$ cat config.mk
export PLATFORM = sky130hd
export DESIGN_NAME = sync_crc8_frame_parser_flat
export DESIGN_NICKNAME = d
export VERILOG_FILES = /design/src/design/scp_pkg.sv /design/src/design/scp_if.sv /design/src/design/scp_crc_ser.sv /design/src/design/sync_crc8_frame_parser.sv /design/src/flat_wrapper.sv
export SDC_FILE = /design/constraint.sdc
export NUM_CORES = 1
export LEC_CHECK = 0
export BUFFER_PORTS_ARGS = -buffer_cell sky130_fd_sc_hd__buf_4
export CORE_MARGIN = 4
export CORE_UTILIZATION = 25
export CTS_CLUSTER_SIZE = 16
export DETAILED_ROUTE_END_ITERATION = 12
export GPL_TIMING_DRIVEN = 0
export PLACE_DENSITY = 0.51
export SLEW_MARGIN = 5
export SYNTH_ARGS = -nofsm -noshare
export SYNTH_HDL_FRONTEND = slang
export SYNTH_SLANG_ARGS = --single-unit
$ cat constraint.sdc
create_clock -name clk -period 3.8 [get_ports clk]
set_input_delay 0.19 -clock clk [delete_from_list [all_inputs] [get_ports clk]]
set_output_delay 0.19 -clock clk [all_outputs]
set_load 0.1 [all_outputs]
$ cat src/design/scp_pkg.sv
// ----------------------------------------------------------------------------
// scp_pkg: shared definitions for the sync/CRC-8 frame parser
// Holds the register map, status codes, frame constants and the control
// structs that pass between the frame controller and the serial CRC unit.
// ----------------------------------------------------------------------------
`default_nettype none

package scp_pkg;

  // Configuration port geometry and register indexes
  localparam int unsigned CFG_IDX_W  = 1;
  localparam int unsigned CFG_DATA_W = 8;
  localparam logic [CFG_IDX_W-1:0] CFG_SYNC_FIRST  = 1'd0;
  localparam logic [CFG_IDX_W-1:0] CFG_SYNC_SECOND = 1'd1;

  // Reset values of the sync registers
  localparam logic [7:0] SYNC_FIRST_RST  = 8'hAA;
  localparam logic [7:0] SYNC_SECOND_RST = 8'h55;

  // CRC-8: polynomial x^8 + x^2 + x + 1, MSB first, init zero
  localparam logic [7:0] CRC_POLY = 8'h07;
  localparam logic [7:0] CRC_TOP  = 8'h80;
  localparam logic [7:0] CRC_INIT = 8'h00;

  // Frame body: four payload bytes then the check byte
  localparam logic [2:0] FRAME_DATA_LEN = 3'd4;
  localparam logic [2:0] FRAME_BODY_LEN = 3'd5;

  // Result status codes
  localparam logic [1:0] ST_NONE = 2'd0;
  localparam logic [1:0] ST_GOOD = 2'd1;
  localparam logic [1:0] ST_BAD  = 2'd2;

  // Receive phase, one-hot
  typedef enum logic [2:0] {
    PH_HUNT    = 3'b001,
    PH_SYNC1   = 3'b010,
    PH_COLLECT = 3'b100
  } phase_t;

  // Controller to CRC unit
  typedef struct packed {
    logic       clear;
    logic       start;
    logic [7:0] data;
  } crc_ctrl_t;

  // CRC unit to controller
  typedef struct packed {
    logic       busy;
    logic [7:0] crc;
  } crc_stat_t;

endpackage

`default_nettype wire

$ cat src/design/scp_if.sv
// ----------------------------------------------------------------------------
// scp_in_if / scp_out_if: valid/ready channels of the frame parser
// Input channel carries one received byte; output channel carries one
// status transaction per received byte.
// ----------------------------------------------------------------------------
`default_nettype none

interface scp_in_if;
  logic       valid;
  logic       ready;
  logic [7:0] rx_byte;

  modport source (output valid, output rx_byte, input ready);
  modport sink   (input valid, input rx_byte, output ready);
endinterface

interface scp_out_if;
  logic        valid;
  logic        ready;
  logic [1:0]  status;
  logic [7:0]  frame_type;
  logic [7:0]  node_id;
  logic [15:0] sequence_res;

  modport source (output valid, output status, output frame_type, output node_id,
                  output sequence_res, input ready);
  modport sink   (input valid, input status, input frame_type, input node_id,
                  input sequence_res, output ready);
endinterface

`default_nettype wire

$ cat src/design/scp_crc_ser.sv
// ----------------------------------------------------------------------------
// scp_crc_ser: bit-serial CRC-8 engine
// Folds one payload byte into the running CRC with one polynomial step per
// cycle: the byte is XORed in on start, then eight shift steps follow.
// ----------------------------------------------------------------------------
`default_nettype none

module scp_crc_ser
  import scp_pkg::*;
(
  input  wire logic      clk,
  input  wire logic      rst,
  input  wire crc_ctrl_t ctrl,
  output crc_stat_t      stat
);

  logic [7:0] crc;
  logic [7:0] crc_next;
  logic [2:0] step;
  logic       busy;

  // One polynomial division step, MSB first
  always_comb begin
    if ((crc & CRC_TOP) != 8'h00) begin
      crc_next = {crc[6:0], 1'b0} ^ CRC_POLY;
    end else begin
      crc_next = {crc[6:0], 1'b0};
    end
  end

  // Load, clear and advance the shift register
  always_ff @(posedge clk) begin
    if (rst) begin
      crc  <= CRC_INIT;
      step <= 3'd0;
      busy <= 1'b0;
    end else if (ctrl.clear) begin
      crc  <= CRC_INIT;
      step <= 3'd0;
      busy <= 1'b0;
    end else if (ctrl.start) begin
      crc  <= crc ^ ctrl.data;
      step <= 3'd0;
      busy <= 1'b1;
    end else if (busy) begin
      crc  <= crc_next;
      step <= step + 3'd1;
      if (step == 3'd7) begin
        busy <= 1'b0;
      end
    end
  end

  assign stat.busy = busy;
  assign stat.crc  = crc;

endmodule

`default_nettype wire

$ cat src/design/sync_crc8_frame_parser.sv
// ----------------------------------------------------------------------------
// sync_crc8_frame_parser: two-byte sync frame parser with CRC-8 check
// Hunts for the sync pair, collects type, node id, sequence low/high and
// a CRC-8 check byte, and reports one status transaction per byte.
// ----------------------------------------------------------------------------
// Every accepted byte yields one result, registered and offered on the
// output channel the cycle after acceptance. Sync and check bytes do not
// start the serial unit. A payload byte is folded into the CRC by a
// bit-serial unit at one bit per cycle, so the next byte is taken only
// after the load and the eight shift steps. The input also waits while
// a result sits untaken in the output register. The sync bytes are
// programmable (index 0 first sync, index 1 second sync) and should be
// written only while no byte is in flight.
`default_nettype none

module sync_crc8_frame_parser
  import scp_pkg::*;
(
  input  wire logic                  clk,
  input  wire logic                  rst,
  input  wire logic                  cfg_we,
  input  wire logic [CFG_IDX_W-1:0]  cfg_index,
  input  wire logic [CFG_DATA_W-1:0] cfg_data,
  scp_in_if.sink                     in_ch,
  scp_out_if.source                  out_ch
);

  logic [7:0]  sync_first;
  logic [7:0]  sync_second;
  phase_t      phase;
  phase_t      phase_next;
  logic [2:0]  byte_count;
  logic [2:0]  byte_count_next;
  logic [7:0]  payload_store [4];
  logic        store_we;
  logic        take;
  crc_ctrl_t   crc_ctl;
  crc_stat_t   crc_st;
  logic [1:0]  res_status;
  logic        out_valid;
  logic [1:0]  out_status;
  logic [7:0]  out_type;
  logic [7:0]  out_node;
  logic [15:0] out_seq;

  // Configuration registers
  always_ff @(posedge clk) begin
    if (rst) begin
      sync_first  <= SYNC_FIRST_RST;
      sync_second <= SYNC_SECOND_RST;
    end else if (cfg_we) begin
      case (cfg_index)
        CFG_SYNC_FIRST:  sync_first  <= cfg_data[7:0];
        CFG_SYNC_SECOND: sync_second <= cfg_data[7:0];
        default: ;
      endcase
    end
  end

  // Accept a byte when the CRC unit is idle and the output slot frees up
  assign in_ch.ready = !crc_st.busy && (!out_valid || out_ch.ready);
  assign take        = in_ch.valid && in_ch.ready;

  // Phase decode for the incoming byte
  always_comb begin
    phase_next      = phase;
    byte_count_next = byte_count;
    store_we        = 1'b0;
    res_status      = ST_NONE;
    crc_ctl.clear   = 1'b0;
    crc_ctl.start   = 1'b0;
    crc_ctl.data    = in_ch.rx_byte;
    case (phase)
      PH_HUNT: begin
        phase_next = (in_ch.rx_byte == sync_first) ? PH_SYNC1 : PH_HUNT;
      end
      PH_SYNC1: begin
        // second sync is tested before a repeat of the first
        if (in_ch.rx_byte == sync_second) begin
          phase_next      = PH_COLLECT;
          byte_count_next = 3'd0;
          crc_ctl.clear   = take;
        end else if (in_ch.rx_byte == sync_first) begin
          phase_next = PH_SYNC1;
        end else begin
          phase_next = PH_HUNT;
        end
      end
      PH_COLLECT: begin
        if (byte_count < FRAME_DATA_LEN) begin
          store_we        = take;
          crc_ctl.start   = take;
          byte_count_next = byte_count + 3'd1;
        end else begin
          // check byte closes the frame
          phase_next      = PH_HUNT;
          byte_count_next = FRAME_BODY_LEN;
          res_status      = (crc_st.crc == in_ch.rx_byte) ? ST_GOOD : ST_BAD;
        end
      end
      default: begin
        phase_next = PH_HUNT;
      end
    endcase
  end

  // Phase and count registers
  always_ff @(posedge clk) begin
    if (rst) begin
      phase      <= PH_HUNT;
      byte_count <= 3'd0;
    end else if (take) begin
      phase      <= phase_next;
      byte_count <= byte_count_next;
    end
  end

  // Payload byte store
  always_ff @(posedge clk) begin
    if (store_we) begin
      payload_store[byte_count[1:0]] <= in_ch.rx_byte;
    end
  end

  // Serial CRC unit
  scp_crc_ser u_crc (
    .clk  (clk),
    .rst  (rst),
    .ctrl (crc_ctl),
    .stat (crc_st)
  );

  // Output register: load on accept, drop when taken
  always_ff @(posedge clk) begin
    if (rst) begin
      out_valid <= 1'b0;
    end else if (take) begin
      out_valid <= 1'b1;
    end else if (out_ch.ready) begin
      out_valid <= 1'b0;
    end
  end

  always_ff @(posedge clk) begin
    if (take) begin
      out_status <= res_status;
      if (res_status == ST_GOOD) begin
        out_type <= payload_store[0];
        out_node <= payload_store[1];
        out_seq  <= {payload_store[3], payload_store[2]};
      end else begin
        out_type <= 8'h00;
        out_node <= 8'h00;
        out_seq  <= 16'h0000;
      end
    end
  end

  assign out_ch.valid        = out_valid;
  assign out_ch.status       = out_status;
  assign out_ch.frame_type   = out_type;
  assign out_ch.node_id      = out_node;
  assign out_ch.sequence_res = out_seq;

endmodule

`default_nettype wire

$ cat src/flat_wrapper.sv
// flat-port wrapper written by rule: the top's interface ports become plain ports
module sync_crc8_frame_parser_flat import scp_pkg::*;
  (clk, rst, cfg_we, cfg_index, cfg_data, in_ch_valid, in_ch_rx_byte, in_ch_ready, out_ch_valid, out_ch_status, out_ch_frame_type, out_ch_node_id, out_ch_sequence_res, out_ch_ready);
  scp_in_if in_ch_i ();
  scp_out_if out_ch_i ();
  input  wire logic clk;
  input  wire logic rst;
  input  wire logic cfg_we;
  input  wire logic [CFG_IDX_W-1:0] cfg_index;
  input  wire logic [CFG_DATA_W-1:0] cfg_data;
  input wire logic [$bits(in_ch_i.valid)-1:0] in_ch_valid;
  input wire logic [$bits(in_ch_i.rx_byte)-1:0] in_ch_rx_byte;
  output wire logic [$bits(in_ch_i.ready)-1:0] in_ch_ready;
  output wire logic [$bits(out_ch_i.valid)-1:0] out_ch_valid;
  output wire logic [$bits(out_ch_i.status)-1:0] out_ch_status;
  output wire logic [$bits(out_ch_i.frame_type)-1:0] out_ch_frame_type;
  output wire logic [$bits(out_ch_i.node_id)-1:0] out_ch_node_id;
  output wire logic [$bits(out_ch_i.sequence_res)-1:0] out_ch_sequence_res;
  input wire logic [$bits(out_ch_i.ready)-1:0] out_ch_ready;
  assign in_ch_i.valid = in_ch_valid;
  assign in_ch_i.rx_byte = in_ch_rx_byte;
  assign in_ch_ready = in_ch_i.ready;
  assign out_ch_valid = out_ch_i.valid;
  assign out_ch_status = out_ch_i.status;
  assign out_ch_frame_type = out_ch_i.frame_type;
  assign out_ch_node_id = out_ch_i.node_id;
  assign out_ch_sequence_res = out_ch_i.sequence_res;
  assign out_ch_i.ready = out_ch_ready;
  sync_crc8_frame_parser u_core (.clk(clk), .rst(rst), .cfg_we(cfg_we), .cfg_index(cfg_index), .cfg_data(cfg_data), .in_ch(in_ch_i), .out_ch(out_ch_i));
endmodule
==> load_flow_metrics.sql <==
INSERT INTO impl_metrics (metric_group, metric, value, unit) VALUES
('synth', 'postSynth.asyncResetShare', '0', '%'),
('run_status', 'outcome', 'finished clean', ''),
('drt', 'route.detailed.vias_per_inst', '4.19', ''),
('power', 'total_leakage_power', '1.91', 'nW'),
('critical_path', 'worstSetupEndpointType', 'register', ''),
('sta', 'finalSetupViolations', '0', ''),
('synth', 'count_of_flip_flops_with_a_built_in_enable_after_synthesis', '66', ''),
('cts', 'cts.reportedPaths.clkPinSlew', '60', 'ps'),
('synth', 'synth_top_area_cell', 'sky130_fd_sc_hd__edfxtp_1', ''),
('sta', 'unrepaired_setup_endpoints_after_global_routing', 'no', ''),
('critical_path', 'critPathLaunchType', 'register', ''),
('sta', 'timing.final.crit_share', '64.7', '%'),
('synth', 'register_bit_total_from_synthesis', '101', ''),
('finish', 'layout-area-overhead-vs-synth', '25.1', '%'),
('finish', 'nNetsFinal', '429', ''),
('finish', 'multiInputGateArea', '1330', 'µm²'),
('power', 'maximum_ir_drop_on_the_vdd_rail', '0.000186', 'V'),
('finish', 'register_area', '2680', 'µm²'),
('cts', 'cts_htree_levels', '3', ''),
('finish', 'fillCellCount', '1650', ''),
('synth', 'synth_flop_cell', 'sky130_fd_sc_hd__edfxtp_1', ''),
('die', 'coreArea', '16000', 'µm²'),
('global_route', 'grt_pass1_wl', '13300', 'µm'),
('sta', 'transition_time_of_the_tightest_slew_check_pin', '601', 'ps'),
('drt', 'wl_met1', '3960', 'µm'),
('synth', 'synth_cells', '332', ''),
('run', 'max_cap_violations', '0', ''),
('drt', 'route.vias.total', '2604', ''),
('die', 'die-height', '136', 'µm'),
('critical_path', 'timing.critical_path.cells', 'or4b_4 > nor4b_4 > buf_4 > and2_1', ''),
('die', 'initial_core_util', '25.6', '%'),
('placement', 'dp_hpwl', '6100', 'µm'),
('cts', 'post-cts-setup-buffer-count', '0', ''),
('drt', 'count_of_unresolved_drc_violations_after_routing', '0', ''),
('die', 'std_cell_rows', '46', ''),
('synth', 'netlist_top_cells_area', 'sky130_fd_sc_hd__edfxtp_1, sky130_fd_sc_hd__dfxtp_1, sky130_fd_sc_hd__xor2_1', ''),
('synth', 'synth_area_per_cell', '12.4', 'µm²'),
('drt', 'drt_first_iter_violations', '160', ''),
('finish', 'final_layout_size_suffix_gt1_share', '20.4', '%'),
('synth', 'synth_nets', '360', ''),
('synth', 'netlist.area_leader.share', '48.3', '%'),
('cts', 'clk_lat_worst_skew', '340', 'ps'),
('drt', 'routedWlPerCell', '13.6', 'µm'),
('critical_path', 'crit_required', '3790', 'ps'),
('drt', 'met2_length', '3880', 'µm'),
('cts', 'tritoncts.num_buffers', '9', ''),
('cts', 'cts_num_sinks', '101', ''),
('critical_path', 'critPathArrivalTime', '2450', 'ps'),
('finish', 'antenna-diode-count', '0', ''),
('cts', 'cts.path.max_buffers', '2', ''),
('worst_hold_path', 'hold_path_class', 'primary input to register', ''),
('critical_path', 'critical_path_buf_inv_count', '1', ''),
('sta', 'clock.fmax', '407', 'MHz'),
('critical_path', 'slowest_stage', 'sky130_fd_sc_hd__or4b_4', ''),
('critical_path', 'cp_max_fo', '10', ''),
('critical_path', 'worst-setup-path-type', 'register to register', ''),
('global_route', 'track_usage', '9.30', '%'),
('global_route', 'number_of_antenna_violations_at_the_first_check_in_global_routing', '0', ''),
('drt', 'drtPass1Iterations', '4', ''),
('critical_path', 'cpPeakStageDelay', '610', 'ps'),
('finish', 'postLayoutCoreUtil', '32.1', '%'),
('global_route', 'grt_pass1_vias', '2555', ''),
('cts', 'post_cts_hold_buffer_count', '0', ''),
('sta', 'maxSlewViolCount', '0', ''),
('placement', 'finalWeightedCongestion', '0.754', ''),
('synth', 'synth_warnings', '0', ''),
('global_route', 'globalRouteOverflowTotal', '0', ''),
('placement', 'io_buffer_count', '57', ''),
('cts', 'cts.repair.resized', '0', ''),
('placement', 'detailed_place.area', '4820', 'µm²'),
('sta', 'slew_headroom', '59.9', '%');
-- cell usage in the layout, fill, tap and decap left out, drive strengths merged, types with 8 or more instances in the layout --
cell type  count
and2          36
dfxtp         35
nand2         42
buf           60
nand3         17
nor2           8
xor2          26
clkbuf        25
edfxtp        66
a21oi         14
-- per-layer routing --
| metal | vias to the layer above | global-route usage [%] |
|---|---|---|
| li1 | 1310 | - |
| met4 | 0 | 3.75 |
| met5 | - | 0 |
| met3 | 8 | 2.52 |
| met2 | 70 | 14.8 |
| met1 | 1216 | 12.0 |
-- worst paths after layout --
check | startpoint | to | slack, ps | depth (start not counted)
hold reg to reg | u_core.sync_first[6]$_SDFFE_PP0P_ | u_core.sync_first[6]$_SDFFE_PP0P_ | 470 | 2
hold / removal | rst | u_core.sync_second[7]$_SDFFE_PP0P_ | 60 | 2
setup reg to reg | u_core.phase[0]$_SDFFE_PP1P_ | u_core.payload_store[2][3]$_DFFE_PP_ | 1340 | 4
setup / recovery | u_core.phase[0]$_SDFFE_PP1P_ | u_core.payload_store[2][3]$_DFFE_PP_ | 1340 | 4
-- power by group --
group / switching [mW] / total (mW) / internal (mW)
clock network: 0.393 / 0.943 / 0.550
registers: 0.0124 / 1.21 / 1.19
logic: 0.206 / 0.271 / 0.0647
-- logic make-up after synthesis --
kind of cell	count (synthesis)	share of synthesized area, %
AO/OA/AOI/OAI	35	5.43
AND/OR/NAND/NOR	138	18.7
adder cells (fa/ha/maj)	6	1.83
multiplexers	3	0.762
flip-flops	101	65.4
XOR/XNOR	27	5.76
buffers and inverters	22	2.13
-- synth_stat cells (3+ instances only) --
library cell,count
sky130_fd_sc_hd__clkbuf_1,13
sky130_fd_sc_hd__or2_0,6
sky130_fd_sc_hd__a21oi_1,14
sky130_fd_sc_hd__nor3b_1,4
sky130_fd_sc_hd__inv_1,6
sky130_fd_sc_hd__xor2_1,26
sky130_fd_sc_hd__and2_1,36
sky130_fd_sc_hd__nand2_1,42
sky130_fd_sc_hd__nand3b_1,7
sky130_fd_sc_hd__o21ai_0,3
sky130_fd_sc_hd__dfxtp_1,35
sky130_fd_sc_hd__edfxtp_1,66
sky130_fd_sc_hd__a31oi_1,7
sky130_fd_sc_hd__nor2_1,8
sky130_fd_sc_hd__nor3_1,3
sky130_fd_sc_hd__nand3_1,17
sky130_fd_sc_hd__ha_1,6
sky130_fd_sc_hd__nor4_1,4
-- state kept, by name, summed over array words and instances, names as in the netlist --
signal / count
u_core.payload_store: 32
u_core.u_crc.step: 3
u_core.sync_first: 8
u_core.out_ch.frame_type: 8
u_core.out_ch.status: 2
u_core.phase: 3
u_core.sync_second: 8
u_core.out_ch.valid: 1
u_core.u_crc.crc: 8
u_core.out_ch.node_id: 8
u_core.byte_count: 3
u_core.u_crc.busy: 1
u_core.out_ch.sequence_res: 16
-- area by class of cell --
class / count / share of cell area (%)
clock buffer: 12 / 5.00
clock inverter: 4 / 1.07
multi-input combinational: 209 / 26.0
inverter: 7 / 0.512
tap: 216 / 5.26
sequential: 101 / 52.2
buffer: 15 / 1.22
timing repair buffer: 58 / 8.72
-- through the flow --
step           std cells  setup slack (ps)  power, mW  hold WS, ps
2_1_floorplan        332               620       1.42          259
3_3_place_gp         605               131       1.50          407
3_5_place_dp         606              1320       1.50          409
4_1_cts              622              1310       2.45         48.3
5_1_grt              622              1220       2.50         57.3
6_report             622              1340       2.42         60.7
Note: power is estimated with default switching activity, not from simulation.
